## src/rtl/bmt_pkg.sv

```systemverilog
`timescale 1ns / 1ps

package bmt_pkg;

  localparam int unsigned ADDR_W  = 64;
  localparam int unsigned HITS_W  = 32;
  localparam int unsigned SLOT_W  = 4;
  localparam int unsigned CMD_W   = 2;
  localparam int unsigned STAT_W  = 2;

  typedef enum logic [CMD_W-1:0] {
    CMD_ADD    = 2'd0,
    CMD_REMOVE = 2'd1,
    CMD_CHECK  = 2'd2,
    CMD_ARM    = 2'd3
  } cmd_e;

  typedef enum logic [STAT_W-1:0] {
    ST_OK        = 2'd0,
    ST_FULL      = 2'd1,
    ST_NOT_FOUND = 2'd2
  } status_e;

  // operation broadcast to every cell in the accept cycle
  typedef struct packed {
    logic              add;
    logic              remove;
    logic              check;
    logic [ADDR_W-1:0] address;
  } cell_ctrl_t;

  // content one cell hands to its lower neighbor
  typedef struct packed {
    logic              valid;
    logic [ADDR_W-1:0] address;
    logic [HITS_W-1:0] hits;
  } cell_data_t;

endpackage

```

## src/rtl/breakpoint_match_table_core.sv

```systemverilog
`timescale 1ns / 1ps

// Breakpoint match table.
// A command word (cmd_i, address_i) is taken at a rising edge with start_i high
// and busy_o low. busy_o stays low: a new word may be issued every cycle.
// Commands: add an address at the end of the table, remove the first matching
// entry (later entries move down), check a program counter, arm single step.
// Exactly one result per word: valid_o is high for one cycle, the cycle right
// after the accepting edge, with status_o, break_now_o, by_step_o, hit_slot_o
// and hit_total_o. Throughput is one word per cycle.
// The rate is set by the row of MAX_ENTRIES cells: every cell compares its
// stored address in the accept cycle and a first-match chain runs through the
// row, so compare, priority and update all finish in the accept cycle.
// The receiver cannot stall; a result not taken in its cycle is gone.
// Reset (rst_ni low, asynchronous) empties the table and clears the step flag;
// the block takes words in the first cycle after reset is released.

module breakpoint_match_table_core #(
  parameter int unsigned MAX_ENTRIES = 16
) (
  input  logic                         clk_i,
  input  logic                         rst_ni,
  input  logic                         start_i,
  output logic                         busy_o,
  input  logic [bmt_pkg::CMD_W-1:0]    cmd_i,
  input  logic [bmt_pkg::ADDR_W-1:0]   address_i,
  output logic                         valid_o,
  output logic [bmt_pkg::STAT_W-1:0]   status_o,
  output logic                         break_now_o,
  output logic                         by_step_o,
  output logic [bmt_pkg::SLOT_W-1:0]   hit_slot_o,
  output logic [bmt_pkg::HITS_W-1:0]   hit_total_o
);

  logic                          accept;
  logic                          step_armed_q, step_armed_d;
  logic                          full;
  logic                          any_hit;
  bmt_pkg::cell_ctrl_t           ctrl;
  bmt_pkg::cell_data_t           data      [MAX_ENTRIES+1];
  logic [MAX_ENTRIES:0]          hit_chain;
  logic [MAX_ENTRIES-1:0]        prev_valid;
  logic [MAX_ENTRIES-1:0]        first;
  logic [MAX_ENTRIES-1:0]        valid_vec;
  logic [bmt_pkg::HITS_W-1:0]    total     [MAX_ENTRIES];

  logic                          valid_q;
  bmt_pkg::status_e              status_q, status_d;
  logic                          brk_q, brk_d;
  logic                          step_q, step_d;
  logic [bmt_pkg::SLOT_W-1:0]    slot_q, slot_d;
  logic [bmt_pkg::HITS_W-1:0]    total_q, total_d;

  assign busy_o = 1'b0;
  assign accept = start_i && !busy_o;

  assign full    = data[MAX_ENTRIES-1].valid;
  assign any_hit = hit_chain[MAX_ENTRIES];

  assign ctrl.add     = accept && (cmd_i == bmt_pkg::CMD_ADD) && !full;
  assign ctrl.remove  = accept && (cmd_i == bmt_pkg::CMD_REMOVE);
  assign ctrl.check   = accept && (cmd_i == bmt_pkg::CMD_CHECK) && !step_armed_q;
  assign ctrl.address = address_i;

  assign data[MAX_ENTRIES] = '0;
  assign hit_chain[0]      = 1'b0;
  assign prev_valid[0]     = 1'b1;

  for (genvar g = 0; g < MAX_ENTRIES; g++) begin : g_cell
    if (g > 0) begin : g_prev
      assign prev_valid[g] = data[g-1].valid;
    end
    assign valid_vec[g]    = data[g].valid;

    bmt_cell u_cell (
      .clk_i        (clk_i),
      .rst_ni       (rst_ni),
      .ctrl_i       (ctrl),
      .prev_valid_i (prev_valid[g]),
      .hit_before_i (hit_chain[g]),
      .next_i       (data[g+1]),
      .data_o       (data[g]),
      .hit_after_o  (hit_chain[g+1]),
      .first_o      (first[g]),
      .total_o      (total[g])
    );
  end

  always_comb begin
    status_d     = bmt_pkg::ST_OK;
    brk_d        = 1'b0;
    step_d       = 1'b0;
    slot_d       = '0;
    total_d      = '0;
    step_armed_d = step_armed_q;
    case (cmd_i)
      bmt_pkg::CMD_ADD: begin
        if (full) status_d = bmt_pkg::ST_FULL;
      end
      bmt_pkg::CMD_REMOVE: begin
        if (!any_hit) status_d = bmt_pkg::ST_NOT_FOUND;
      end
      bmt_pkg::CMD_CHECK: begin
        if (step_armed_q) begin
          brk_d        = 1'b1;
          step_d       = 1'b1;
          step_armed_d = 1'b0;
        end else if (any_hit) begin
          brk_d = 1'b1;
          // one-hot select of the first matching cell
          for (int i = 0; i < MAX_ENTRIES; i++) begin
            if (first[i]) begin
              slot_d  = slot_d | bmt_pkg::SLOT_W'(i);
              total_d = total_d | total[i];
            end
          end
        end
      end
      bmt_pkg::CMD_ARM: begin
        step_armed_d = 1'b1;
      end
      default: ;
    endcase
  end

  always_ff @(posedge clk_i or negedge rst_ni) begin
    if (!rst_ni) begin
      valid_q      <= 1'b0;
      step_armed_q <= 1'b0;
    end else begin
      valid_q <= accept;
      if (accept) step_armed_q <= step_armed_d;
    end
  end

  always_ff @(posedge clk_i) begin
    if (accept) begin
      status_q <= status_d;
      brk_q    <= brk_d;
      step_q   <= step_d;
      slot_q   <= slot_d;
      total_q  <= total_d;
    end
  end

  assign valid_o     = valid_q;
  assign status_o    = status_q;
  assign break_now_o = brk_q;
  assign by_step_o   = step_q;
  assign hit_slot_o  = slot_q;
  assign hit_total_o = total_q;

  // occupied cells always form a solid run from cell zero
  a_solid_fill : assert property (@(posedge clk_i) disable iff (!rst_ni)
    ((valid_vec >> 1) & ~valid_vec) == '0)
    else $error("table fill has a gap");

  a_step_clean : assert property (@(posedge clk_i) disable iff (!rst_ni)
    valid_o && by_step_o |-> break_now_o && hit_slot_o == '0 && hit_total_o == '0
                             && !step_armed_q)
    else $error("single-step stop carries entry data or left flag armed");

  a_status_no_break : assert property (@(posedge clk_i) disable iff (!rst_ni)
    valid_o && status_o != bmt_pkg::ST_OK |-> !break_now_o && !by_step_o)
    else $error("error status together with a break");

  a_full_add : assert property (@(posedge clk_i) disable iff (!rst_ni)
    accept && cmd_i == bmt_pkg::CMD_ADD && full |=> valid_o && status_o == bmt_pkg::ST_FULL
                                                   && full)
    else $error("add on full table misreported");

endmodule

```

## src/rtl/bmt_cell.sv

```systemverilog
`timescale 1ns / 1ps

module bmt_cell (
  input  logic                         clk_i,
  input  logic                         rst_ni,
  input  bmt_pkg::cell_ctrl_t          ctrl_i,
  input  logic                         prev_valid_i,
  input  logic                         hit_before_i,
  input  bmt_pkg::cell_data_t          next_i,
  output bmt_pkg::cell_data_t          data_o,
  output logic                         hit_after_o,
  output logic                         first_o,
  output logic [bmt_pkg::HITS_W-1:0]   total_o
);

  logic                         valid_q, valid_d;
  logic [bmt_pkg::ADDR_W-1:0]   addr_q, addr_d;
  logic [bmt_pkg::HITS_W-1:0]   hits_q, hits_d;
  logic                         match;
  logic                         tail;
  logic                         shift;
  logic [bmt_pkg::HITS_W-1:0]   hits_inc;

  assign match    = valid_q && (addr_q == ctrl_i.address);
  assign first_o  = match && !hit_before_i;
  assign hit_after_o = hit_before_i || match;
  // first empty slot takes the appended word
  assign tail     = !valid_q && prev_valid_i;
  // everything from the first match upward moves down one place
  assign shift    = ctrl_i.remove && hit_after_o;
  assign hits_inc = (hits_q == '1) ? hits_q : hits_q + 1'b1;
  assign total_o  = hits_inc;

  assign data_o.valid   = valid_q;
  assign data_o.address = addr_q;
  assign data_o.hits    = hits_q;

  always_comb begin
    valid_d = valid_q;
    addr_d  = addr_q;
    hits_d  = hits_q;
    if (ctrl_i.add && tail) begin
      valid_d = 1'b1;
      addr_d  = ctrl_i.address;
      hits_d  = '0;
    end else if (shift) begin
      valid_d = next_i.valid;
      addr_d  = next_i.address;
      hits_d  = next_i.hits;
    end else if (ctrl_i.check && first_o) begin
      hits_d  = hits_inc;
    end
  end

  always_ff @(posedge clk_i or negedge rst_ni) begin
    if (!rst_ni) begin
      valid_q <= 1'b0;
    end else begin
      valid_q <= valid_d;
    end
  end

  always_ff @(posedge clk_i) begin
    addr_q <= addr_d;
    hits_q <= hits_d;
  end

endmodule

```

## config.mk

```make
export PLATFORM = sky130hd
export DESIGN_NAME = breakpoint_match_table_core
export DESIGN_NICKNAME = d
export VERILOG_FILES = /design/src/rtl/bmt_pkg.sv /design/src/rtl/breakpoint_match_table_core.sv /design/src/rtl/bmt_cell.sv
export SDC_FILE = /design/constraint.sdc
export NUM_CORES = 2
export LEC_CHECK = 0
export ABC_CLOCK_PERIOD_IN_PS = 21400
export BUFFER_PORTS_ARGS = -buffer_cell sky130_fd_sc_hd__buf_2
export CELL_PAD_IN_SITES_DETAIL_PLACEMENT = 0
export CELL_PAD_IN_SITES_GLOBAL_PLACEMENT = 1
export CORE_MARGIN = 2
export CORE_UTILIZATION = 49
export CTS_BUF_LIST = sky130_fd_sc_hd__clkbuf_8 sky130_fd_sc_hd__clkbuf_16
export CTS_CLUSTER_SIZE = 25
export DETAILED_ROUTE_END_ITERATION = 10
export PLACE_DENSITY_LB_ADDON = 0.05
export SYNTH_ARGS = -nofsm -noshare
export SYNTH_HDL_FRONTEND = slang
export SYNTH_SLANG_ARGS = --single-unit
```

## constraint.sdc

```tcl
create_clock -name clk_i -period 21.4 [get_ports clk_i]
set_input_delay 3.21 -clock clk_i [delete_from_list [all_inputs] [get_ports clk_i]]
set_output_delay 3.21 -clock clk_i [all_outputs]
set_load 0.005 [all_outputs]
```

; ---- Word level (Yosys, flattened, before mapping)
; Index checks and enable logic that the tools add are counted.
[word_totals]
wordCells = 498
inputBits = 69
out_inout_bits = 42
regBits = 1594
[classes]
addsub = 16
muxes = 193
bitwise = 17
reduce_logical = 182
n_eq_ne = 35
[ops]
columns = cell, count
row1 = $mux 32, 107
row2 = $mux 64, 32
row3 = $eq 64x64->1, 16
row4 = $add 32x1->32 const B, 16
row5 = $eq 32x32->1 const B, 16
row6 = $or 32x32->32, 15
row7 = $logic_and 1x1->1, 99
row8 = $reduce_bool 2->1, 32
row9 = $mux 1, 37
row10 = $logic_not 1->1, 32
row11 = $mux 4, 8
row12 = $logic_or 1x1->1, 15
row13 = $mux 3, 4
row14 = $mux 2, 3
row15 = $eq 2x2->1 const B, 2
row16 = $pmux 2 s2, 1
row17 = $reduce_or 3->1, 1
row18 = $eq 2x1->1 const B, 1
row19 = $logic_not 2->1, 1
row20 = $not 1->1, 2
row21 = $pmux 1 s2, 1
row22 = $reduce_and 2->1, 1
row23 = $reduce_or 2->1, 1

; ---- Logic depth before layout (Yosys ltp)
[depth]
depth_word = 92
depth_mapped = 16
ltp_nobuf = 11

; ---- Hierarchy
; From an unflattened synthesis, not the netlist that was laid out.
[hier_totals]
cells_unflattened = 11047
hier_area_um2 = 95890.7
[modules_own_cells]
columns = mod, cells_each, seq_area_each_um2, area_each_um2, instances
row1 = bmt_cell, 662, 2587.5, 5711.7, 16
row2 = breakpoint_match_table_core, 455, 1251.2, 4503.1, 1

; ---- Worst setup path before layout
; No wires, ideal clock.
[synth_path]
kind = in2reg
startpoint = input port address_i[29] in the netlist's numbering
endpoint = register g_cell[9].u_cell.addr_q[0] in the netlist's numbering (enable)
setup_slack_ns = 10.573
arrival_ns = 10.253
setup_time_ns = 0.574
stages = 12
n_path_buf = 4
t_required_ns = 20.826
path_cell_list = buf_6 xnor2_2 o221ai_1 or4_1 or4_4 nor4_4 nor4_4 buf_6 buf_6 and2_1 buf_2 o21ai_0
[synth_via]
elab_chain_cells = 13
word_cells_on_any_way = 31
cone_classes = eq/ne: 10 / reduce/logical: 21
[synth_rtl]
columns = item, line
row1 = from (decl), breakpoint_match_table_core.sv:26  ; input logic [bmt_pkg::ADDR_W-1:0] address_i,
row2 = $eq 64x64->1, bmt_cell.sv:24  ; assign match = valid_q && (addr_q == ctrl_i.address);
row3 = $logic_and 1x1->1, bmt_cell.sv:24
row4 = $logic_or 1x1->1 (8 in a row), bmt_cell.sv:26  ; assign hit_after_o = hit_before_i || match;
row5 = $logic_or 1x1->1 (*), bmt_cell.sv:26
row6 = $logic_and 1x1->1 (*), bmt_cell.sv:30  ; assign shift = ctrl_i.remove && hit_after_o;
row7 = $reduce_bool 2->1 (no source line) (*), n/a
row8 = to (signal assigned), bmt_cell.sv:64  ; addr_q <= addr_d;
row9 = to (decl), bmt_cell.sv:17  ; logic [bmt_pkg::ADDR_W-1:0] addr_q, addr_d;
; Every way passes the cells marked *; elsewhere a longest branch is shown, timed or not.
; A chain may end at the register's enable or synchronous reset.

; ---- Worst setup path in the final report
[layout_path]
startpoint = input port address_i[12] in the netlist's numbering
endpoint = register total_q, in the netlist hit_total_o[12], data pin
[layout_via]
elab_chain_cells = 78
word_cells_on_any_way = 155
cone_classes = eq/ne: 16 / mux: 61 / bitwise: 16 / reduce/logical: 62
[layout_rtl]
columns = item, line
row1 = $eq 64x64->1, bmt_cell.sv:24
row2 = $logic_and 1x1->1, bmt_cell.sv:24
row3 = $mux 32, breakpoint_match_table_core.sv:112  ; if (first[i]) begin
row4 = $mux 32, breakpoint_match_table_core.sv:108  ; end else if (any_hit) begin
row5 = $mux 32, breakpoint_match_table_core.sv:104  ; if (step_armed_q) begin
row6 = $mux 32, breakpoint_match_table_core.sv:96  ; case (cmd_i)
row7 = $or 32x32->32, breakpoint_match_table_core.sv:114  ; total_d = total_d | total[i];
row8 = $mux 32, breakpoint_match_table_core.sv:112
row9 = [62 not listed], n/a
row10 = $mux 32, breakpoint_match_table_core.sv:96
row11 = $or 32x32->32, breakpoint_match_table_core.sv:114
row12 = $mux 32, breakpoint_match_table_core.sv:112
row13 = $mux 32, breakpoint_match_table_core.sv:108
row14 = $mux 32, breakpoint_match_table_core.sv:104
row15 = $mux 32, breakpoint_match_table_core.sv:96
row16 = $or 32x32->32, breakpoint_match_table_core.sv:114
row17 = $mux 32, breakpoint_match_table_core.sv:112
row18 = to (signal assigned), breakpoint_match_table_core.sv:142  ; total_q <= total_d;
row19 = to (decl), breakpoint_match_table_core.sv:52  ; logic [bmt_pkg::HITS_W-1:0] total_q, total_d;
; Several ways; a longest one is shown, not always the timed one. The select of a mux whose other input is x is not followed.

==> flow_summary.json <==
{
  "core_um2": 195000,
  "track_usage_pct": 45.6,
  "nFillCells": 18240,
  "vdd_drop_max_uv": 89.6,
  "io_buffers": 109,
  "synth_area_leaders": "edfxtp_1 33%, dfxtp_1 11%, nand2_1 8.5%",
  "dp_hpwl_um": 348000,
  "fp.dieW_um": 446,
  "route.detailed.drc": 0,
  "io_pins": 111,
  "wl_per_cell_um": 35.0,
  "clk_pin_slew_worst_paths_ps": 60,
  "hp-start": "g_cell[7].u_cell.hits_q[31]",
  "finalHoldViolCount": 0,
  "violations": "slew limit",
  "end_kind": "flip-flop",
  "final_cell_count_no_fill": 13402,
  "grt_pass1_wl_um": 645000,
  "netlist.area_leader.share_pct": 33.4,
  "finalMaxSlewViolations": 2,
  "setup_viol_count_final": 0,
  "fin_crit_ps": 8980,
  "p_leak_nw": 36.0,
  "grt_max_degree": 108,
  "nets": 10768,
  "holdBufCountCts": 0,
  "synth_edf_count": 1064,
  "gp_congestion": 1.11,
  "mappedNetlistArea_um2": 95700,
  "critPathMaxFanout": 34,
  "synthArstFlopShare_pct": 1.13,
  "cts_root_buffer": "clkbuf_16",
  "cap_violations": 0,
  "drive_above_1_share_pct": 7.87,
  "setup_tns_ps": 0,
  "syn_inst": 10997,
  "synthFlopType": "edfxtp_1",
  "ys_seq_area_share_pct": 44.6,
  "switching_share_pct": 25.4,
  "cp_slowest_cell": "nor4_1",
  "die_area_um2": 199000,
  "finClkSkew_ps": 49.5,
  "critPathLaunchType": "input port",
  "clk_latency_ps": 880,
  "initial_core_util_pct": 49.2,
  "cp_cell_sequence": "buf_2 -> buf_4 -> xor2_1 -> nor4_1 -> nand4_1 -> nor4_2 -> a2bb2o_1 -> nor4_4 -> buf_4 -> nand2_1 -> nor3_1 -> nor4_1 -> a31oi_1",
  "yosysUniqueCellTypes": 108,
  "synth_nets": 11082,
  "critPathKind": "in2reg",
  "rsz0062_at_grt": "no",
  "synth_warnings": 0,
  "cts_resized": 0,
  "synth-seq-cells": 1594,
  "seqPwrFrac_pct": 47.2,
  "switchingPower_mw": 1.79,
  "reg2reg_from": "g_cell[14].u_cell.addr_q[60]",
  "avgViaCountPerCell": 6.80,
  "h-tree-depth": 4,
  "cts_num_sinks": 1594,
  "worstMarginPinSlew_ps": 1610,
  "fin_crit_sh_pct": 42.0,
  "dieHeight_um": 446,
  "fp-row-count": 162,
  "status": "finished with violations",
  "area.growth.synth_to_final_pct": 8.93,
  "internal_power_mw": 5.25,
  "maxSlewHeadroom_pct": -7.31,
  "hp-class": "reg2reg",
  "fmax_mhz": 111,
  "drt_pre_antenna_iters": 7,
  "yosys.area.top_type": "edfxtp_1",
  "cp.required_ps": 21940,
  "grt_pass1_vias": 81875,
  "worstPathArrival_ps": 9530,
  "critPathLaunch": "address_i[12]",
  "synth.most_common_cell": "nand2_1",
  "grt_overflow": 0,
  "wl_um": 469000,
  "drtIter0Drc": 15296,
  "cts_tree": "yes",
  "power_mw": 7.05,
  "cts_buffers": 186,
  "antenna_found_initial": 45,
  "p_per_area_nw_per_um2": 67.6,
  "numPlacedInstances": 13035,
  "cts_buffer_depth": 3,
  "detail-route-antenna-nets": 0,
  "cp_slowest_stage_delay_ps": 1090,
  "synth.avg_cell_area_um2": 8.70,
  "netlist_top_cells_count": "2,158 x nand2_1, 1,064 x edfxtp_1, 892 x o21ai_0",
  "power_frac_clock_pct": 46.7,
  "cts_setup_buffers": 0,
  "p_comb_share_pct": 6.0,
  "route.vias.total": 91167
}
==> critical path, delay by kind of cell <==
kind / cells / cell delay, ps
buffers and inverters: 3 / 960
AOI/OAI and AO/OA: 2 / 820
and+or+nand+nor: 7 / 4190
xor gates and xnor gates: 1 / 190
==> layer usage <==
metal  GRT usage [%]  up-vias  wire length (um)
met5               0        -               233
met4            28.0       34             35600
met3            14.2     1300             63500
met2            64.6     6680            192000
met1            60.6    44537            177000
li1                -    38616                 -
==> layout make-up <==
cell class / count / area (um2) / share of cell area [%]
clock buffers: 198 / 4830 / 4.63
multi-input cells: 8349 / 49000 / 47.0
clock inverters: 146 / 1330 / 1.28
diodes: 21 / 52.6 / 0.0504
repair buffers: 367 / 2480 / 2.38
flip-flops and latches: 1594 / 42700 / 40.9
inverters: 185 / 694 / 0.666
well taps: 2542 / 3180 / 3.05
==> layout by cell type (no fill, tap or decap), types with 224 or more instances in the layout <==
cell type | synthesis | routed
a21oi_1 | 622 | 620
a22oi_1 | 231 | 230
buf_4 | 32 | 256
dfxtp_1 | 512 | 512
edfxtp_1 | 1064 | 1064
inv_1 | 173 | 224
nand2_1 | 2158 | 2151
nand3_1 | 268 | 268
nand4_1 | 307 | 307
nor2_1 | 570 | 559
nor3_1 | 277 | 268
o21ai_0 | 892 | 888
xnor2_1 | 780 | 780
xor2_1 | 471 | 471
==> power by group through the flow <==
stage                     registers, mW  logic [mW]  clock network [mW]
after floorplan                    3.37       0.221                   0
after global placement             3.39       0.402                   0
after detailed placement           3.39       0.402                   0
after CTS                          3.33       0.404                3.29
after global routing               3.33       0.427                3.41
final                              3.33       0.426                3.29
==> path summary, 6_finish.rpt <==
path | cells after the start | endpoint | slack [ps]
setup reg to reg | 10 | g_cell[15].u_cell.addr_q[58] | 14870
max in group asynchronous | 1 | g_cell[8].u_cell.valid_q | 18530
setup / recovery | 13 | hit_total_o[12] | 12420
hold reg to reg | 2 | g_cell[7].u_cell.hits_q[31] | 480
min in group asynchronous | 1 | valid_o | 2400
hold / removal | 2 | g_cell[7].u_cell.hits_q[31] | 480
==> flip-flops by register name, indices dropped and copies added, names as in the netlist <==
register,cells
g_cell.u_cell.valid_q,16
g_cell.u_cell.addr_q,1024
g_cell.u_cell.hits_q,512
hit_slot_o,4
hit_total_o,32
step_armed_q,1
valid_o,1
by_step_o,1
status_o,2
break_now_o,1
==> through the flow <==
| step | hold slack (ps) | utilization (%) | setup WS, ps | area (um2) |
|---|---|---|---|---|
| 4_1_cts | 484 | 53.5 | 12920 | 104000 |
| 3_3_place_gp | 462 | 50.4 | 12110 | 98000 |
| 3_5_place_dp | 476 | 50.4 | 12020 | 98000 |
| 2_1_floorplan | 445 | - | 10570 | 95700 |
| 5_1_grt | 519 | 53.5 | 12710 | 104000 |
| 6_report | 483 | 53.6 | 12420 | 104000 |
==> logic make-up after synthesis <==
| family | Yosys count | share of synthesized area, % |
|---|---|---|
| buffers and inverters | 1054 | 4.61 |
| flip-flops | 1594 | 44.6 |
| AND/OR/NAND/NOR | 4610 | 22.9 |
| XOR/XNOR | 1252 | 11.5 |
| multiplexers | 92 | 1.05 |
| other | 1 | 0.00392 |
| AO/OA/AOI/OAI | 2378 | 15.2 |
| adder cells (fa/ha/maj) | 16 | 0.209 |
Note: power is estimated with default switching activity, not from simulation.
